**src/design/lr_pkg.sv**
```systemverilog
// ============================================================================
// lr_pkg: shared types and codes of the line rasterizer
// Command flags passed from the front end to the back end, the back-end
// sequencer states and the request and mode codes.
// ============================================================================
package lr_pkg;

    // Request kinds carried in the input tuser bit.
    localparam logic KIND_START   = 1'b0;
    localparam logic KIND_ADVANCE = 1'b1;

    // Values of the line algorithm register.
    localparam logic ALG_DIRECT = 1'b0;
    localparam logic ALG_DDA    = 1'b1;

    // Classification of one queued request.
    typedef struct packed {
        logic is_start;  // Request loads a new line.
        logic zero_len;  // Both endpoints coincide.
        logic x_major;   // |dy| <= |dx|: x is the stepping axis.
        logic x_neg;     // x_end < x_start.
        logic y_neg;     // y_end < y_start.
    } t_cmd_flags;

    // Back-end sequencer states.
    typedef enum logic [0:0] {
        ST_READY,
        ST_DIVIDE
    } t_back_state;

endpackage

```
**src/design/lr_front.sv**
```systemverilog
// ============================================================================
// lr_front: request intake and classification
// Takes input requests, works out deltas, magnitudes, step count and line
// class, and holds the result in a two-entry command queue for the back end.
// ============================================================================
module lr_front
    import lr_pkg::*;
#(
    parameter int COORD_WIDTH = 10,
    localparam int IN_W = ((4 * COORD_WIDTH + 7) / 8) * 8
) (
    input  logic                   i_clk,
    input  logic                   i_rst_n,
    input  logic                   i_valid,
    output logic                   o_ready,
    input  logic                   i_kind,
    input  logic [IN_W-1:0]        i_data,  // x_start, y_start, x_end, y_end, zero fill
    output logic                   o_cmd_valid,
    input  logic                   i_cmd_pop,
    output t_cmd_flags             o_cmd_flags,
    output logic [COORD_WIDTH-1:0] o_x0,
    output logic [COORD_WIDTH-1:0] o_y0,
    output logic [COORD_WIDTH-1:0] o_adx,
    output logic [COORD_WIDTH-1:0] o_ady,
    output logic [COORD_WIDTH-1:0] o_steps
);

    localparam int CW = COORD_WIDTH;

    logic [CW-1:0] x0, y0, x1, y1;
    logic [CW-1:0] adx, ady, steps;
    t_cmd_flags    flags;
    logic          push;

    t_cmd_flags    r_flags [2];
    logic [CW-1:0] r_x0    [2];
    logic [CW-1:0] r_y0    [2];
    logic [CW-1:0] r_adx   [2];
    logic [CW-1:0] r_ady   [2];
    logic [CW-1:0] r_steps [2];
    logic          r_wr_ptr, r_rd_ptr;
    logic [1:0]    r_count;

    // Unpack the endpoints.
    assign x0 = i_data[0*CW +: CW];
    assign y0 = i_data[1*CW +: CW];
    assign x1 = i_data[2*CW +: CW];
    assign y1 = i_data[3*CW +: CW];

    // Classify the line: magnitudes, directions and the stepping axis.
    always_comb begin
        flags.is_start = (i_kind == KIND_START);
        flags.x_neg    = (x1 < x0);
        flags.y_neg    = (y1 < y0);
        adx            = flags.x_neg ? (x0 - x1) : (x1 - x0);
        ady            = flags.y_neg ? (y0 - y1) : (y1 - y0);
        steps          = (adx > ady) ? adx : ady;
        flags.zero_len = (steps == '0);
        flags.x_major  = (ady <= adx);
    end

    assign o_ready = (r_count != 2'd2);
    assign push    = i_valid && o_ready;

    // Command queue storage.
    always_ff @(posedge i_clk) begin
        if (push) begin
            r_flags[r_wr_ptr] <= flags;
            r_x0[r_wr_ptr]    <= x0;
            r_y0[r_wr_ptr]    <= y0;
            r_adx[r_wr_ptr]   <= adx;
            r_ady[r_wr_ptr]   <= ady;
            r_steps[r_wr_ptr] <= steps;
        end
    end

    // Queue pointers and fill count.
    always_ff @(posedge i_clk) begin
        if (!i_rst_n) begin
            r_wr_ptr <= 1'b0;
            r_rd_ptr <= 1'b0;
            r_count  <= 2'd0;
        end else begin
            if (push) begin
                r_wr_ptr <= ~r_wr_ptr;
            end
            if (i_cmd_pop) begin
                r_rd_ptr <= ~r_rd_ptr;
            end
            case ({push, i_cmd_pop})
                2'b10:   r_count <= r_count + 2'd1;
                2'b01:   r_count <= r_count - 2'd1;
                default: r_count <= r_count;
            endcase
        end
    end

    // Head of the queue toward the back end.
    assign o_cmd_valid = (r_count != 2'd0);
    assign o_cmd_flags = r_flags[r_rd_ptr];
    assign o_x0        = r_x0[r_rd_ptr];
    assign o_y0        = r_y0[r_rd_ptr];
    assign o_adx       = r_adx[r_rd_ptr];
    assign o_ady       = r_ady[r_rd_ptr];
    assign o_steps     = r_steps[r_rd_ptr];

endmodule

```
**src/design/lr_divider.sv**
```systemverilog
// ============================================================================
// lr_divider: shared increment divider
// Computes (|dx| << FRAC_BITS) / steps and (|dy| << FRAC_BITS) / steps for
// both axes at once, one quotient bit per cycle, restoring style.
// ============================================================================
module lr_divider
    import lr_pkg::*;
#(
    parameter int COORD_WIDTH = 10,
    parameter int FRAC_BITS   = 16
) (
    input  logic                   i_clk,
    input  logic                   i_rst_n,
    input  logic                   i_start,
    input  logic [COORD_WIDTH-1:0] i_num_x,
    input  logic [COORD_WIDTH-1:0] i_num_y,
    input  logic [COORD_WIDTH-1:0] i_den,
    output logic                   o_done,
    output logic [FRAC_BITS:0]     o_quot_x,
    output logic [FRAC_BITS:0]     o_quot_y
);

    localparam int CW    = COORD_WIDTH;
    localparam int QW    = FRAC_BITS + 1;
    localparam int CNT_W = $clog2(FRAC_BITS);

    logic [CW-1:0]    num     [2];
    logic             init_ge [2];
    logic [CW:0]      trial   [2];
    logic             fit     [2];
    logic [CW-1:0]    n_rem   [2];

    logic [CW-1:0]    r_rem   [2];
    logic [QW-1:0]    r_quot  [2];
    logic [CW-1:0]    r_den;
    logic [CNT_W-1:0] r_cnt;
    logic             r_busy;
    logic             r_done;

    assign num[0] = i_num_x;
    assign num[1] = i_num_y;

    // One restoring step per lane; the numerator never exceeds the divisor,
    // so the top quotient bit is settled when the unit is loaded.
    always_comb begin
        for (int l = 0; l < 2; l++) begin
            init_ge[l] = (num[l] >= i_den);
            trial[l]   = {r_rem[l], 1'b0};
            fit[l]     = (trial[l] >= {1'b0, r_den});
            n_rem[l]   = fit[l] ? CW'(trial[l] - {1'b0, r_den}) : trial[l][CW-1:0];
        end
    end

    // Lane datapath.
    always_ff @(posedge i_clk) begin
        if (i_start) begin
            r_den <= i_den;
        end
        for (int l = 0; l < 2; l++) begin
            if (i_start) begin
                r_rem[l]  <= init_ge[l] ? (num[l] - i_den) : num[l];
                r_quot[l] <= {{(QW-1){1'b0}}, init_ge[l]};
            end else if (r_busy) begin
                r_rem[l]  <= n_rem[l];
                r_quot[l] <= {r_quot[l][QW-2:0], fit[l]};
            end
        end
    end

    // Iteration counter and completion pulse.
    always_ff @(posedge i_clk) begin
        if (!i_rst_n) begin
            r_busy <= 1'b0;
            r_done <= 1'b0;
            r_cnt  <= '0;
        end else begin
            r_done <= 1'b0;
            if (i_start) begin
                r_busy <= 1'b1;
                r_cnt  <= '0;
            end else if (r_busy) begin
                r_cnt <= r_cnt + CNT_W'(1);
                if (r_cnt == CNT_W'(FRAC_BITS - 1)) begin
                    r_busy <= 1'b0;
                    r_done <= 1'b1;
                end
            end
        end
    end

    assign o_done   = r_done;
    assign o_quot_x = r_quot[0];
    assign o_quot_y = r_quot[1];

endmodule

```
**src/design/lr_back.sv**
```systemverilog
// ============================================================================
// lr_back: line stepping engine
// Pops classified requests, keeps the direct-mode error terms and the DDA
// accumulators, and drives the output pixel register.
// ============================================================================
module lr_back
    import lr_pkg::*;
#(
    parameter int COORD_WIDTH = 10,
    parameter int FRAC_BITS   = 16
) (
    input  logic                   i_clk,
    input  logic                   i_rst_n,
    input  logic                   i_alg,
    input  logic                   i_cmd_valid,
    output logic                   o_cmd_pop,
    input  t_cmd_flags             i_cmd_flags,
    input  logic [COORD_WIDTH-1:0] i_x0,
    input  logic [COORD_WIDTH-1:0] i_y0,
    input  logic [COORD_WIDTH-1:0] i_adx,
    input  logic [COORD_WIDTH-1:0] i_ady,
    input  logic [COORD_WIDTH-1:0] i_steps,
    output logic                   o_valid,
    input  logic                   i_ready,
    output logic [COORD_WIDTH-1:0] o_pixel_x,
    output logic [COORD_WIDTH-1:0] o_pixel_y,
    output logic                   o_last
);

    localparam int CW = COORD_WIDTH;
    localparam int AW = COORD_WIDTH + FRAC_BITS + 1;
    localparam int EW = COORD_WIDTH + 3;
    localparam int QW = FRAC_BITS + 1;

    t_back_state r_state, n_state;

    // Line state.
    logic                 r_active;
    logic                 r_x_major, r_x_neg, r_y_neg;
    logic [CW-1:0]        r_k, r_total;
    logic [CW-1:0]        r_dir_x, r_dir_y;
    logic [CW-1:0]        r_num, r_den;
    logic                 r_num_neg;
    logic [CW:0]          r_err;
    logic signed [AW-1:0] r_acc_x, r_acc_y;
    logic signed [AW-1:0] r_inc_x, r_inc_y;

    // Output register.
    logic          r_out_valid;
    logic [CW-1:0] r_out_x, r_out_y;
    logic          r_out_last;

    logic                 out_free, div_start, div_done;
    logic                 pop_start, pop_advance;
    logic [QW-1:0]        quot_x, quot_y;
    logic signed [AW-1:0] quot_x_ext, quot_y_ext;
    logic [CW-1:0]        n_k;
    logic signed [EW-1:0] two_num, two_den, err_sum, n_err;
    logic                 minor_up, minor_dn;
    logic [CW-1:0]        major_x, major_y, minor_x, minor_y;
    logic [CW-1:0]        n_dir_x, n_dir_y;
    logic signed [AW-1:0] n_acc_x, n_acc_y;

    lr_divider #(
        .COORD_WIDTH(COORD_WIDTH),
        .FRAC_BITS  (FRAC_BITS)
    ) u_divider (
        .i_clk   (i_clk),
        .i_rst_n (i_rst_n),
        .i_start (div_start),
        .i_num_x (i_adx),
        .i_num_y (i_ady),
        .i_den   (i_steps),
        .o_done  (div_done),
        .o_quot_x(quot_x),
        .o_quot_y(quot_y)
    );

    assign out_free = !r_out_valid || i_ready;

    // Sequencer next state.
    always_comb begin
        n_state = r_state;
        unique case (r_state)
            ST_READY: begin
                if (div_start) begin
                    n_state = ST_DIVIDE;
                end
            end
            ST_DIVIDE: begin
                if (div_done) begin
                    n_state = ST_READY;
                end
            end
            default: n_state = ST_READY;
        endcase
    end

    // Sequencer outputs.
    always_comb begin
        o_cmd_pop = 1'b0;
        div_start = 1'b0;
        unique case (r_state)
            ST_READY: begin
                o_cmd_pop = i_cmd_valid && out_free;
                div_start = o_cmd_pop && i_cmd_flags.is_start && !i_cmd_flags.zero_len;
            end
            ST_DIVIDE: begin
                o_cmd_pop = 1'b0;
                div_start = 1'b0;
            end
            default: begin
                o_cmd_pop = 1'b0;
                div_start = 1'b0;
            end
        endcase
    end

    assign pop_start   = o_cmd_pop && i_cmd_flags.is_start;
    assign pop_advance = o_cmd_pop && !i_cmd_flags.is_start && r_active;

    // Direct mode: running remainder of (2*num*k + den) / (2*den); the
    // quotient moves by at most one per step, so one correction suffices.
    always_comb begin
        n_k      = r_k + CW'(1);
        two_num  = $signed({2'b00, r_num, 1'b0});
        two_den  = $signed({2'b00, r_den, 1'b0});
        err_sum  = $signed({2'b00, r_err}) + (r_num_neg ? -two_num : two_num);
        minor_up = (err_sum >= two_den);
        minor_dn = (err_sum < 0);
        if (minor_up) begin
            n_err = err_sum - two_den;
        end else if (minor_dn) begin
            n_err = err_sum + two_den;
        end else begin
            n_err = err_sum;
        end
        major_x = r_x_neg ? (r_dir_x - CW'(1)) : (r_dir_x + CW'(1));
        major_y = r_y_neg ? (r_dir_y - CW'(1)) : (r_dir_y + CW'(1));
        minor_x = minor_up ? (r_dir_x + CW'(1)) : (minor_dn ? (r_dir_x - CW'(1)) : r_dir_x);
        minor_y = minor_up ? (r_dir_y + CW'(1)) : (minor_dn ? (r_dir_y - CW'(1)) : r_dir_y);
        n_dir_x = r_x_major ? major_x : minor_x;
        n_dir_y = r_x_major ? minor_y : major_y;
    end

    // DDA: accumulators carry a half-pixel bias, so the pixel is a plain slice.
    assign n_acc_x = r_acc_x + r_inc_x;
    assign n_acc_y = r_acc_y + r_inc_y;

    // Signed increments from the unsigned quotients.
    assign quot_x_ext = $signed({{(AW-QW){1'b0}}, quot_x});
    assign quot_y_ext = $signed({{(AW-QW){1'b0}}, quot_y});

    // Line state update.
    always_ff @(posedge i_clk) begin
        if (pop_start) begin
            r_x_major <= i_cmd_flags.x_major;
            r_x_neg   <= i_cmd_flags.x_neg;
            r_y_neg   <= i_cmd_flags.y_neg;
            r_k       <= '0;
            r_total   <= i_steps;
            r_dir_x   <= i_x0;
            r_dir_y   <= i_y0;
            r_num     <= i_cmd_flags.x_major ? i_ady : i_adx;
            r_den     <= i_cmd_flags.x_major ? i_adx : i_ady;
            r_num_neg <= i_cmd_flags.x_major ? i_cmd_flags.y_neg : i_cmd_flags.x_neg;
            r_err     <= {1'b0, (i_cmd_flags.x_major ? i_adx : i_ady)};
            r_acc_x   <= $signed(AW'({i_x0, 1'b1, {(FRAC_BITS-1){1'b0}}}));
            r_acc_y   <= $signed(AW'({i_y0, 1'b1, {(FRAC_BITS-1){1'b0}}}));
        end else if (pop_advance) begin
            r_k     <= n_k;
            r_dir_x <= n_dir_x;
            r_dir_y <= n_dir_y;
            r_err   <= n_err[CW:0];
            r_acc_x <= n_acc_x;
            r_acc_y <= n_acc_y;
        end
        if (r_state == ST_DIVIDE && div_done) begin
            r_inc_x <= r_x_neg ? -quot_x_ext : quot_x_ext;
            r_inc_y <= r_y_neg ? -quot_y_ext : quot_y_ext;
        end
    end

    // Output pixel payload.
    always_ff @(posedge i_clk) begin
        if (pop_start) begin
            r_out_x    <= i_x0;
            r_out_y    <= i_y0;
            r_out_last <= i_cmd_flags.zero_len;
        end else if (pop_advance) begin
            r_out_x    <= (i_alg == ALG_DDA) ? n_acc_x[FRAC_BITS +: CW] : n_dir_x;
            r_out_y    <= (i_alg == ALG_DDA) ? n_acc_y[FRAC_BITS +: CW] : n_dir_y;
            r_out_last <= (n_k >= r_total);
        end
    end

    // Control state: sequencer, line activity and output valid.
    always_ff @(posedge i_clk) begin
        if (!i_rst_n) begin
            r_state     <= ST_READY;
            r_active    <= 1'b0;
            r_out_valid <= 1'b0;
        end else begin
            r_state <= n_state;
            if (pop_start) begin
                r_active <= !i_cmd_flags.zero_len;
            end else if (pop_advance && (n_k >= r_total)) begin
                r_active <= 1'b0;
            end
            if (pop_start || pop_advance) begin
                r_out_valid <= 1'b1;
            end else if (i_ready) begin
                r_out_valid <= 1'b0;
            end
        end
    end

    assign o_valid   = r_out_valid;
    assign o_pixel_x = r_out_x;
    assign o_pixel_y = r_out_y;
    assign o_last    = r_out_last;

endmodule

```
**src/design/line_rasterizer_direct_and_dda_unit.sv**
```systemverilog
// ============================================================================
// line_rasterizer_direct_and_dda_unit: line segment to pixel stream
// Top level: input and output streams, the algorithm register, and the
// front end, command queue and stepping engine.
// ============================================================================
// A start request (tuser 0) loads both endpoints, and its first pixel, the
// start point, passes the command queue and then the output register. The
// stepping engine then waits on the shared divider, which forms both DDA
// increments one quotient bit per cycle, and takes the next request once the
// divider is done; the two-entry queue keeps accepting meanwhile. Advance
// requests (tuser 1) return one pixel each at one request per cycle while the
// output is not stalled and no division runs, the last pixel of a line flagged
// on tlast; an advance with no line in progress returns nothing. The algorithm
// register is written through the cfg channel, ready at all times, and is to
// be changed only between requests.
module line_rasterizer_direct_and_dda_unit
    import lr_pkg::*;
#(
    parameter int COORD_WIDTH = 10,
    parameter int FRAC_BITS   = 16,
    localparam int IN_W  = ((4 * COORD_WIDTH + 7) / 8) * 8,
    localparam int OUT_W = ((2 * COORD_WIDTH + 7) / 8) * 8
) (
    input  logic             i_clk,
    input  logic             i_rst_n,
    input  logic             s_axis_tvalid,
    output logic             s_axis_tready,
    input  logic [IN_W-1:0]  s_axis_tdata,  // x_start, y_start, x_end, y_end, zero fill
    input  logic             s_axis_tuser,  // kind
    output logic             m_axis_tvalid,
    input  logic             m_axis_tready,
    output logic [OUT_W-1:0] m_axis_tdata,  // pixel_x, pixel_y, zero fill
    output logic             m_axis_tlast,  // last_pixel
    input  logic             i_cfg_valid,
    output logic             o_cfg_ready,
    input  logic             i_cfg_data     // line_algorithm
);

    localparam int CW = COORD_WIDTH;

    logic          r_line_algorithm;
    logic          cmd_valid, cmd_pop;
    t_cmd_flags    cmd_flags;
    logic [CW-1:0] cmd_x0, cmd_y0, cmd_adx, cmd_ady, cmd_steps;
    logic [CW-1:0] pixel_x, pixel_y;

    // Algorithm register.
    assign o_cfg_ready = 1'b1;

    always_ff @(posedge i_clk) begin
        if (!i_rst_n) begin
            r_line_algorithm <= ALG_DIRECT;
        end else if (i_cfg_valid && o_cfg_ready) begin
            r_line_algorithm <= i_cfg_data;
        end
    end

    lr_front #(
        .COORD_WIDTH(COORD_WIDTH)
    ) u_front (
        .i_clk      (i_clk),
        .i_rst_n    (i_rst_n),
        .i_valid    (s_axis_tvalid),
        .o_ready    (s_axis_tready),
        .i_kind     (s_axis_tuser),
        .i_data     (s_axis_tdata),
        .o_cmd_valid(cmd_valid),
        .i_cmd_pop  (cmd_pop),
        .o_cmd_flags(cmd_flags),
        .o_x0       (cmd_x0),
        .o_y0       (cmd_y0),
        .o_adx      (cmd_adx),
        .o_ady      (cmd_ady),
        .o_steps    (cmd_steps)
    );

    lr_back #(
        .COORD_WIDTH(COORD_WIDTH),
        .FRAC_BITS  (FRAC_BITS)
    ) u_back (
        .i_clk      (i_clk),
        .i_rst_n    (i_rst_n),
        .i_alg      (r_line_algorithm),
        .i_cmd_valid(cmd_valid),
        .o_cmd_pop  (cmd_pop),
        .i_cmd_flags(cmd_flags),
        .i_x0       (cmd_x0),
        .i_y0       (cmd_y0),
        .i_adx      (cmd_adx),
        .i_ady      (cmd_ady),
        .i_steps    (cmd_steps),
        .o_valid    (m_axis_tvalid),
        .i_ready    (m_axis_tready),
        .o_pixel_x  (pixel_x),
        .o_pixel_y  (pixel_y),
        .o_last     (m_axis_tlast)
    );

    // Pack the pixel, x in the low bits.
    assign m_axis_tdata = OUT_W'({pixel_y, pixel_x});

endmodule

```
**config.mk**
```make
export PLATFORM = sky130hd
export DESIGN_NAME = line_rasterizer_direct_and_dda_unit
export DESIGN_NICKNAME = d
export VERILOG_FILES = /design/src/design/lr_pkg.sv /design/src/design/lr_front.sv /design/src/design/lr_divider.sv /design/src/design/lr_back.sv /design/src/design/line_rasterizer_direct_and_dda_unit.sv
export SDC_FILE = /design/constraint.sdc
export NUM_CORES = 1
export LEC_CHECK = 0
export ABC_AREA = 1
export BUFFER_PORTS_ARGS = -buffer_cell sky130_fd_sc_hd__buf_4
export CELL_PAD_IN_SITES_DETAIL_PLACEMENT = 1
export CELL_PAD_IN_SITES_GLOBAL_PLACEMENT = 1
export CORE_MARGIN = 4
export CORE_UTILIZATION = 52
export CTS_CLUSTER_SIZE = 8
export DETAILED_ROUTE_END_ITERATION = 12
export GPL_ROUTABILITY_DRIVEN = 0
export PLACE_DENSITY_LB_ADDON = 0.1
export SYNTH_ARGS = -nofsm -noshare
export SYNTH_HDL_FRONTEND = slang
export SYNTH_SLANG_ARGS = --single-unit
```
**constraint.sdc**
```tcl
create_clock -name i_clk -period 11.05 [get_ports i_clk]
set_input_delay 1.6575 -clock i_clk [delete_from_list [all_inputs] [get_ports i_clk]]
set_output_delay 1.6575 -clock i_clk [all_outputs]
set_load 0.05 [all_outputs]
```
* Yosys cells after proc, flatten, opt, wreduce, memory -nomap -nowiden
Memory sizes are Yosys's and may differ from the RTL's. A register that Yosys moved wholly into a read port is not among the register bits.
Cells that the tools add are included.
** Storage, ports and cells
- Register bits after elaboration :: 228
- Memory bits (writable) :: 164
- Bits of input ports :: 47
- Output and inout bits :: 28
- Word-level logic and storage cells :: 190
- Memories :: 8
** Operators by class
- Add/subtract/negate cells :: 24
- $lt $le $gt $ge :: 11
- Equality and inequality tests :: 4
- Mux-type cells :: 77
- Bitwise gates (word level) :: 10
- Reduce and logical (&&, ||, !) cells :: 22
** Memory list
- u_back.u_divider.r_quot :: words 2, width 17, read ports 2, clocked after Yosys merged registers in 0, write ports 2, line lr_divider.sv:34 : logic [QW-1:0] r_quot [2];
- u_back.u_divider.r_rem :: words 2, width 10, read ports 2, clocked after Yosys merged registers in 0, write ports 2, line lr_divider.sv:33 : logic [CW-1:0] r_rem [2];
- u_front.r_adx :: words 2, width 10, read ports 1, clocked after Yosys merged registers in 1, write ports 1, line lr_front.sv:38 : logic [CW-1:0] r_adx [2];
- u_front.r_ady :: words 2, width 10, read ports 1, clocked after Yosys merged registers in 1, write ports 1, line lr_front.sv:39 : logic [CW-1:0] r_ady [2];
- u_front.r_steps :: words 2, width 10, read ports 1, clocked after Yosys merged registers in 1, write ports 1, line lr_front.sv:40 : logic [CW-1:0] r_steps [2];
- u_front.r_x0 :: words 2, width 10, read ports 1, clocked after Yosys merged registers in 1, write ports 1, line lr_front.sv:36 : logic [CW-1:0] r_x0 [2];
- 2 more memories
** Operator list (count)
- $mux 10 :: 31
- $mux 26 :: 4
- $sub 10x10->10 :: 8
- $mux 17 :: 4
- $add 27x27->27 :: 2
- $neg 17->27 :: 2
- $mux 1 :: 31
- $add 10x1->10 const B :: 3
- $ge 10x10->1 :: 3
- $ge 11x10->1 :: 2
- $mux 11 :: 2
- $lt 10x10->1 :: 2
- $sub 10x1->10 const B :: 2
- $add 12x13->13 :: 1
- $ge 13x12->1 :: 1
- $lt 13x1->1 const B :: 1
- $mux 13 :: 1
- $neg 11->13 :: 1
- $add 11x11->11 :: 1
- $sub 11x11->11 :: 1
- $gt 10x10->1 :: 1
- $le 10x10->1 :: 1
- $logic_not 10->1 :: 1
- $reduce_bool 2->1 :: 5
- other kinds (16) :: 37

* Depth between registers and ports, before layout
- Depth in word-level cells :: 10
- Depth in mapped cells :: 29
- Gate-level depth less buffers :: 28

* Modules after synthesis
A second synthesis with hierarchy kept.
** Unflattened totals
- Cells, all modules :: 3373
- Area total of the unflattened synthesis :: 27254.9 sq um
** Modules (own cells, without submodules)
- lr_back :: times used 1, cells an instance 1893, area each 14727.9 sq um, seq. area each 5635.4 sq um
- lr_front :: times used 1, cells an instance 731, area each 6921.6 sq um, seq. area each 3403.3 sq um
- lr_divider :: times used 1, cells an instance 736, area each 5519.0 sq um, seq. area each 2042.0 sq um
- line_rasterizer_direct_and_dda_unit :: times used 1, cells an instance 13, area each 86.3 sq um, seq. area each 20.0 sq um

* Least setup slack after synthesis
No wires, ideal clock.
- Path type :: input -> register
- Start :: input s_axis_tdata[20]
- End :: memory u_front.r_flags[0][3] in the netlist's numbering (data pin)
- Setup time :: 148 ps
- Data arrival time :: 4574 ps
- Data required time :: 10902 ps
- Setup slack :: 6329 ps
- Stages :: 27
- Buffers on the path :: 1
- Cells stage by stage :: inv_1 ha_1 inv_1 fa_1 nand2_1 nand2_1 nand2_1 nand2_1 a21oi_1 xor2_1 nand2_1 nand2_1 inv_1 ha_1 nand2_1 nor2_1 nand4_1 inv_1 o21ai_0 nand3_1 nand2_1 clkbuf_1 o21ai_0 nand3_1 nor2_1 nand2_1 nor2_1
** RTL lines
- start, declared :: line line_rasterizer_direct_and_dda_unit.sv:28 : input logic [IN_W-1:0] s_axis_tdata,
- end, declared :: line lr_front.sv:35 : t_cmd_flags r_flags [2];

* Worst setup path in the final report
- Start :: register u_back.r_num[0]
- End :: register u_back.r_err[6] (data pin)
** On the way
- Longest elaborated chain between the ends :: 8
- Elaborated cells on any way between the ends :: 11
- Classes of those cells :: 4 x add/sub; 2 x order compare; 5 x mux
** Ends and longest elaborated chain
- start, declared :: line lr_back.sv:42 : logic [CW-1:0] r_num, r_den;
- start signal, assigned :: line lr_back.sv:164 : r_num <= i_cmd_flags.x_major ? i_ady : i_adx;
- $neg 11->13 :: line lr_back.sv:128 : err_sum = $signed({2'b00, r_err}) + (r_num_neg ? -two_num : two_num);
- $mux 13 * :: line lr_back.sv:128
- $add 12x13->13 * :: line lr_back.sv:128
- $add 11x11->11 / $lt 13x1->1 (equally long branches) :: line lr_back.sv:134, lr_back.sv:130
- $mux 11 :: line lr_back.sv:133 : end else if (minor_dn) begin
- $mux 11 * :: line lr_back.sv:131 : if (minor_up) begin
- $mux 10 * :: line lr_back.sv:170 : end else if (pop_advance) begin
- $mux 10 * :: line lr_back.sv:156 : if (pop_start) begin
- end signal, assigned :: line lr_back.sv:167 : r_err <= {1'b0, (i_cmd_flags.x_major ? i_adx : i_ady)};
- end signal, assigned :: line lr_back.sv:174 : r_err <= n_err[CW:0];
- end, declared :: line lr_back.sv:44 : logic [CW:0] r_err;
Mark *: on every way between the ends. The rest lies on a longest branch, timed or not. The select of a mux whose other input is x is not followed.
A chain may end at the register's enable or synchronous reset.

==> impl_metrics.ini <==
[run_status]
status = finished clean

[clocking]
clock_path_buffers = 3
htree_levels = 2
cts-resized-gates = 0
cts_setup_buffers = 0
cts_root_buffer = clkbuf_16
clkTransAtPathRegs_ns = 0.06
cts_buffers = 55
cts.sinks = 389
clkLatencyLatePin_ns = 0.62
cts_tree = built
cts_hold_buf = 0

[global_routing]
grt.total_usage_pct = 30.75
gr-total-overflow = 0
grt_max_degree = 63
first_global_vias = 24980
antenna_found_initial = 4
grt_pass1_wl_mm = 132.1

[die]
fp.coreArea_mm2 = 0.05007
die_w_um = 233.0
die-area_mm2 = 0.05427
fp.dieH_um = 233.0
num_io_pins = 75
core.rowCount = 82
start_util_pct = 52.56

[sta]
rsz0062_at_grt = false
period_needed_ns = 5.344
post-route-period-util_pct = 48.36
setup_violations = 0
worstMarginPinSlew_ns = 1.179
drv_slew = 0
relSlewSlack_pct = 21.39
hold_violations = 0
tns_ns = 0
clock_skew_ns = 0.02817
max_freq_mhz = 187.1

[synth]
synth_top_area_share_pct = 37.77
ys_ff_latch = 389
yosys_warnings = 0
synth_cells = 3234
synth.most_common_cell = nand2_1
synthArstFlopShare_pct = 0
synthTopCellsByCount = nand2_1, inv_1, edfxtp_1, nor2_1, o21ai_0
netlist_top_cells_area = edfxtp_1, nand2_1, ha_1, inv_1, dfxtp_1
synth.distinct_cells = 54
yosysSeqAreaShare_pct = 42.19
synth_edf_count = 331
synth_top_area_cell = edfxtp_1
ys.flop_type = edfxtp_1
avgSynthCellArea_um2 = 8.137
synth_area_mm2 = 0.02631

[setup_path]
cp_top_family = simple AND/OR/NAND/NOR gates
cpMostUsedCell = inv_1
crit_arrival_ns = 5.72
critPathMaxStageDelay_ns = 0.64
critical_path_depth = 26
critical_path_class = reg2reg
rr_endpoint = u_back.r_err[6]$_DFFE_PP_
cp-end-kind = register
reg2reg_depth = 26
cp_num_buf_inv = 6
worstReg2RegStart = u_back.r_num[0]$_DFFE_PP_
slowest_stage = nand4_2
rrSetupSlack_ns = 5.71
path_max_fanout = 20
setup.worst_path.start_class = register
critical_path_required_ns = 11.42

[cells_and_area]
multi_input_area_mm2 = 0.01309
drive_gt1_share_pct = 6.905
fillers = 6146
fin_util_pct = 57.73
area_growth_pct = 9.847
fin_nets = 3538
seqCellArea_mm2 = 0.01110
diodes = 0

[route]
remaining_drc_errors = 0
totalWireLength_mm = 84.27
firstDrtPassIters = 6
dr_total_vias = 23160
antenna_left = 0
via_per_inst = 5.786
wl_per_cell_um = 21.05
drtIter0Drc = 1334

[job]
cap_violations = 0

[min_path]
hold_depth = 1
hold_path_class = reg2reg
min-delay-start = u_front.r_rd_ptr$_SDFFE_PN0P_

[placement]
portBuffers = 69
dpl.hpwl_mm = 62.66
-- worst reg2reg max path, delay by kind of cell, from the launching register on --
| family | cells | cell delay [ns] |
|---|---|---|
| simple gates | 11 | 1.82 |
| fa+ha+maj | 3 | 0.95 |
| compound gates | 5 | 0.92 |
| buf+inv | 6 | 0.65 |
| flops | 1 | 0.43 |
| xor+xnor | 1 | 0.31 |
-- per-layer routing --
| metal | GRT usage [%] | wire, µm | part of all wire (%) |
|---|---|---|---|
| met5 | 0 | 0 | 0 |
| met4 | 12.94 | 3459 | 4.1 |
| met3 | 3.905 | 3665 | 4.3 |
| met2 | 56.81 | 43780 | 52 |
| met1 | 35.76 | 33370 | 40 |
-- placed cells by master (no fill, tap or decap), drive strengths merged, types with 3 or more instances in the layout --
master / netlist / layout
fa: 13 / 13
conb: 2 / 5
or2: 42 / 42
o22ai: 3 / 3
dfxtp: 58 / 58
clkbuf: 40 / 91
nand3b: 10 / 10
a21o: 12 / 12
nor4: 5 / 5
a221oi: 4 / 4
buf: 46 / 83
o21bai: 21 / 21
xor2: 128 / 128
nor3: 42 / 42
inv: 451 / 453
o31ai: 10 / 10
clkinv: 3 / 7
nor2: 238 / 238
and3: 3 / 3
a31oi: 19 / 19
nand2: 781 / 781
nand4: 40 / 40
o211ai: 26 / 26
xnor2: 31 / 31
o21a: 6 / 6
a21oi: 199 / 199
o21ai: 256 / 256
a211oi: 12 / 12
nand3: 209 / 209
ha: 187 / 187
edfxtp: 331 / 331
-- state kept, by name, summed over array words and instances, names as in the netlist, 4 cells and up, named ones only --
name                     flops
u_back.u_divider.r_cnt       4
u_back.r_den                10
u_front.r_y0                20
u_back.r_err                11
u_back.r_dir_y              10
u_back.r_dir_x              10
u_back.r_num                10
u_front.r_adx               20
u_back.u_divider.r_rem      20
u_front.r_steps             20
u_front.r_flags             10
u_back.r_inc_y              26
u_back.r_acc_x              26
u_front.r_x0                20
u_back.u_divider.r_den      10
u_back.r_acc_y              26
u_back.o_pixel_y            10
u_back.o_pixel_x            10
u_back.r_total              10
u_back.r_inc_x              26
u_front.r_ady               20
u_back.u_divider.r_quot     34
u_back.r_k                  10
-- cell families after synthesis --
kind of cell	share of synthesized area, %
simple gates	22.39
compound gates	12.01
buf+inv	8.212
flops	42.19
fa+ha+maj	9.881
xor+xnor	5.292
other cells	0.02854
-- stage by stage --
step                area (µm²)  setup WS (ns)  hold slack, ns  std cells
floorplan                26330          6.329          0.4255       3237
global placement         27360          5.626          0.4374       3906
detailed placement       27360          5.339          0.4510       3906
CTS                      28910          5.814          0.4576       4003
global route             28910          5.442          0.4883       4003
finish                   28910          5.706          0.4622       4003
-- worst max-delay path by stage --
stage	from	to	slack (ns)
floorplan	s_axis_tdata[20]	u_front.r_flags[0][3]$_DFFE_PP_	6.33
global placement	s_axis_tdata[30]	u_front.r_flags[0][3]$_DFFE_PP_	5.63
detailed placement	s_axis_tdata[30]	u_front.r_flags[1][3]$_DFFE_PP_	5.34
CTS	u_back.r_num[0]$_DFFE_PP_	u_back.r_err[6]$_DFFE_PP_	5.81
global route	s_axis_tdata[30]	u_front.r_flags[1][3]$_DFFE_PP_	5.44
finish	u_back.r_num[0]$_DFFE_PP_	u_back.r_err[6]$_DFFE_PP_	5.71
-- final cells by class --
| class | count | area share, % |
|---|---|---|
| inverter | 454 | 5.900 |
| multi-input combinational | 2308 | 45.27 |
| timing repair buffer | 83 | 2.156 |
| tap | 672 | 2.909 |
| clock buffer | 91 | 5.229 |
| sequential | 389 | 38.41 |
| clock inverter | 6 | 0.1299 |
Power is left out: the tool's default activity adds up to more than one toggle a clock period on the data nets, which glitch-free logic cannot reach.
